## config.mk

```make
export PLATFORM = sky130hd
export DESIGN_NAME = rks_cell
export DESIGN_NICKNAME = d
export VERILOG_FILES = /design/src/design/rks_pkg.sv /design/src/design/rks_cell.sv
export SDC_FILE = /design/constraint.sdc
export NUM_CORES = 1
export LEC_CHECK = 0
export CAP_MARGIN = 20
export CORE_AREA = 2 2 113 115
export CTS_CLUSTER_SIZE = 30
export DETAILED_ROUTE_END_ITERATION = 6
export DIE_AREA = 0 0 115 117
export DONT_BUFFER_PORTS = 1
export GPL_TIMING_DRIVEN = 0
export PLACE_DENSITY = 0.65
export SLEW_MARGIN = 25
export SYNTH_ARGS = -nofsm -noshare
export SYNTH_HDL_FRONTEND = slang
export SYNTH_SLANG_ARGS = --single-unit
```

## constraint.sdc

```tcl
create_clock -name clk -period 7.4 [get_ports clk]
set_input_delay 1.48 -clock clk [delete_from_list [all_inputs] [get_ports clk]]
set_output_delay 1.48 -clock clk [all_outputs]
set_load 0.05 [all_outputs]
```

## src/design/rks_pkg.sv

```systemverilog
`default_nettype none

package rks_pkg;

  localparam int MAX_RECORDS_DEF = 64;
  localparam int KEY_WIDTH_DEF   = 32;

  localparam int AREA_W     = 32;
  localparam int POP_W      = 32;
  localparam int TAG_W      = 6;
  localparam int CFG_IDX_W  = 8;
  localparam int CFG_DATA_W = 32;

  localparam logic [CFG_IDX_W-1:0] REG_KEY_SELECT = CFG_IDX_W'(0);
  localparam logic [CFG_IDX_W-1:0] REG_DESCENDING = CFG_IDX_W'(1);

  typedef enum logic [1:0] {
    CELL_HOLD,
    CELL_LOAD,
    CELL_SORT,
    CELL_SHIFT
  } cell_op_t;

  typedef struct packed {
    logic [AREA_W-1:0] area;
    logic [POP_W-1:0]  pop;
    logic [TAG_W-1:0]  tag;
  } rec_t;

  typedef struct packed {
    cell_op_t op;
    logic     parity;
    logic     key_sel;
    logic     desc;
  } cell_ctl_t;

endpackage

`default_nettype wire

```

## src/design/rks_cell.sv

```systemverilog
`default_nettype none

module rks_cell #(
  parameter int IDX       = 0,
  parameter int CNT_W     = 7,
  parameter int KEY_WIDTH = rks_pkg::KEY_WIDTH_DEF
) (
  input  wire                    clk,
  input  rks_pkg::cell_ctl_t     ctl,
  input  wire  [CNT_W-1:0]       count,
  input  rks_pkg::rec_t          in_rec,
  input  rks_pkg::rec_t          up_rec,
  input  rks_pkg::rec_t          low_rec,
  input  wire                    low_gt,
  output rks_pkg::rec_t          rec,
  output logic                   gt
);
  import rks_pkg::*;

  localparam int CMP_W = (KEY_WIDTH < AREA_W) ? KEY_WIDTH : AREA_W;
  localparam logic [CNT_W-1:0] IDX_C  = CNT_W'(IDX);
  localparam logic [CNT_W-1:0] IDX_P1 = CNT_W'(IDX + 1);
  localparam logic IDX_ODD = 1'(IDX % 2);
  localparam logic HAS_LOW = (IDX > 0);

  rec_t rec_r, rec_nxt;
  logic [CMP_W-1:0] key_self, key_up, cmp_a, cmp_b;
  logic lower_act, upper_act;

  // goes after the upper neighbor under the current order
  always_comb begin
    key_self = ctl.key_sel ? rec_r.pop[CMP_W-1:0]  : rec_r.area[CMP_W-1:0];
    key_up   = ctl.key_sel ? up_rec.pop[CMP_W-1:0] : up_rec.area[CMP_W-1:0];
    cmp_a    = ctl.desc ? key_up : key_self;
    cmp_b    = ctl.desc ? key_self : key_up;
    gt       = (cmp_a > cmp_b);
  end

  assign lower_act = (ctl.parity == IDX_ODD) && (count > IDX_P1);
  assign upper_act = HAS_LOW && (ctl.parity != IDX_ODD) && (count > IDX_C);

  always_comb begin
    rec_nxt = rec_r;
    case (ctl.op)
      CELL_LOAD: begin
        if (count == IDX_C) rec_nxt = in_rec;
      end
      CELL_SORT: begin
        if (lower_act && gt) rec_nxt = up_rec;
        else if (upper_act && low_gt) rec_nxt = low_rec;
      end
      CELL_SHIFT: begin
        rec_nxt = up_rec;
      end
      default: begin
        rec_nxt = rec_r;
      end
    endcase
  end

  always_ff @(posedge clk) begin
    rec_r <= rec_nxt;
  end

  assign rec = rec_r;

endmodule

`default_nettype wire

```

==> flow_summary.ini <==
[route]
finalWirelength_mm = 14.25
wl_per_cell_um = 27.62
postRouteAntennaNets = 0
routed_via_density = 6.729
vias = 3472
route.detailed.drc = 0
firstDrtPassIters = 6
drt_iter0_markers = 193

[synth]
synth-async-reset-ratio = 0
ys_types = 32
syn-num-nets = 601
ys_seq_area_frac = 0.3964
yosys_warnings = 0
synth_edf_count = 70
synthFlopType = edfxtp_1
syn_avg_cell_area_sq_um = 15.37
synthesis.area_sq_um = 5303
ys_ff_latch = 70
netlist_instances = 345

[critical_path]
crit_type = input pin to output port
r2r_end = rec[4]$_DFFE_PP_
arrival_ns = 4.75
endpoint_kind = output port
cp_data_required_time_ns = 5.92
endpoint = gt
r2r_cells = 9
r2r_slack_ns = 3.31
rr_startpoint = rec[52]$_DFFE_PP_
worstSetupStartpoint = ctl[0]
cp_max_fo = 10
cp-start-kind = input pin

[placement]
place_area_sq_um = 5590
dp_cells = 499
port_buffers = 0
pre_cts_ws_ns = 0.8275
dpl.hpwl_mm = 11.32
gp_congestion = 0.7946

[clock_tree]
clkTransAtPathRegs_ns = 0.06
ctsResizeCount = 0
cts_root_buf = clkbuf_16
cts_buffers = 9
cts-hold-fix-buffers = 0
cts.sinks = 70
cts_tree = done
post_cts_buffers = 0
clockBufferDepth = 2
clk_latency_ns = 0.34
htree_levels = 3

[global_route]
grt_usage = 0.2118
overflow = 0
grt_pass1_wl_mm = 20.73
grt_pass1_vias = 3604
grt_antenna_before_repair = 2
grt_max_degree = 23

[floorplan]
io_pins = 295
rows = 41
coreArea_sq_um = 12310
dieArea_sq_um = 13460
die_h_um = 117
initial_core_util = 0.4307
chipWidth_um = 115

[final_layout]
area_growth_pct = 11.47
largest_reg_flops = 70
nets = 616
drive_gt1_frac = 0.4849
fin_area_sq_um = 5911
instances_no_fill = 516

[timing]
timing.hold.ws_ns = 1.355
fin_ws_ns = 1.174
slew_violations = 0
finalSetupViolations = 0
relSlewSlack = 0.5319
rsz0062_at_grt = no
fin_crit_ns = 6.226
hold_violations = 0
fin_skew_ns = 0.009242
tightest_slew_ns = 0.6845
max_freq_mhz = 160.6
finalCritPeriodShare = 0.8414

[run]
cap_violations = 0

[worst_hold_path]
min-delay-path-class = input pin to flip-flop

[power_and_ir_drop]
ir_drop_mv = 0.1524
power_density_nw_per_um2 = 242.0
leakagePower_uw = 0.002138
p_total_uw = 1430

[run_status]
outcome = finished clean
## power breakdown
part	leakage (uW)	switching [uW]	internal, uW
Clock	0.000159	170	293
Sequential	0.000656	172	498
Combinational	0.00132	142	156
## routing by layer
metal	global-route usage	up-vias	share of wire
met5	0	-	0.00091
met4	0.09799	2	0.023
met3	0.09372	27	0.12
met2	0.3247	211	0.48
met1	0.2590	1775	0.38
li1	-	1457	-
## worst max-delay path, cell delays in order
cell,delay (ns)
buf_2,0.23
buf_1,0.52
mux4_2,0.40
ha_1,0.33
nand4_1,0.25
a2111oi_0,0.68
o31ai_1,0.25
a21oi_2,0.58
## through the flow
| step | util | setup TNS (ns) |
|---|---|---|
| floorplan | - | 0 |
| detailed placement | 0.4541 | 0 |
| global route | 0.4801 | 0 |
| finish | 0.4801 | 0 |
| global placement | 0.4464 | -28.49 |
| CTS | 0.4796 | 0 |
## cell usage in the layout, fill, tap and decap left out, drive strengths merged
master   instances
mux2            70
edfxtp          70
mux4            64
inv             33
ha              32
buf             26
a21oi           13
clkbuf           9
nand4            8
nand3            5
clkinv           5
nand2            4
a21o             3
o21ai            3
nor4             3
bufinv           2
diode            1
a211oi           1
nor3             1
a221oi           1
nor3b            1
nor2             1
a221o            1
nor2b            1
o211ai           1
a2111oi          1
o31ai            1
and2             1
or4              1
o311ai           1
o21a             1
a31oi            1
## worst min path at each step
stage / start / end / cells after the start / slack, ns
3_5_place_dp: in_rec[23] / rec[23]$_DFFE_PP_ / 1 / 1.70
4_1_cts: in_rec[34] / rec[34]$_DFFE_PP_ / 1 / 1.34
6_report: in_rec[34] / rec[34]$_DFFE_PP_ / 1 / 1.35
2_1_floorplan: in_rec[0] / rec[0]$_DFFE_PP_ / 1 / 1.70
5_1_grt: in_rec[29] / rec[29]$_DFFE_PP_ / 1 / 1.35
3_3_place_gp: in_rec[31] / rec[31]$_DFFE_PP_ / 1 / 1.70
## kinds of logic (layout without fill, tap and decap cells)
| logic type | Yosys count | count (layout) | synth area share |
|---|---|---|---|
| AOI/OAI and AO/OA | 28 | 28 | 0.03304 |
| adders and majority gates | 32 | 32 | 0.07551 |
| DFF | 70 | 70 | 0.3964 |
| other | 0 | 1 | 0 |
| muxes | 134 | 134 | 0.4205 |
| and+or+nand+nor | 26 | 26 | 0.02926 |
| buffers and inverters | 55 | 75 | 0.04530 |
## layout make-up
class / instances / area [sq um]
timing repair buffer: 4 / 85.08
antenna: 1 / 2.502
clock buffer: 9 / 225.2
clock inverter: 7 / 88.84
fill: 1054 / 6401
tap: 150 / 187.7
sequential: 70 / 2102
multi-input combinational: 220 / 2979
buffer: 22 / 116.4
inverter: 33 / 123.9
## Yosys cell counts, types with 2 or more instances
master / count / area [sq um]
nor4_1: 2 / 12.51
buf_2: 15 / 75.07
buf_1: 3 / 11.26
a21oi_1: 13 / 65.06
mux2_2: 70 / 788.3
o21ai_0: 2 / 10.01
ha_1: 32 / 400.4
buf_4: 4 / 30.03
a21o_1: 3 / 22.52
nand2_1: 4 / 15.01
nand4_1: 8 / 50.05
edfxtp_1: 70 / 2102
inv_1: 33 / 123.9
mux4_2: 64 / 1441
nand3_1: 5 / 25.02
Power figures use the tool's default switching activity.
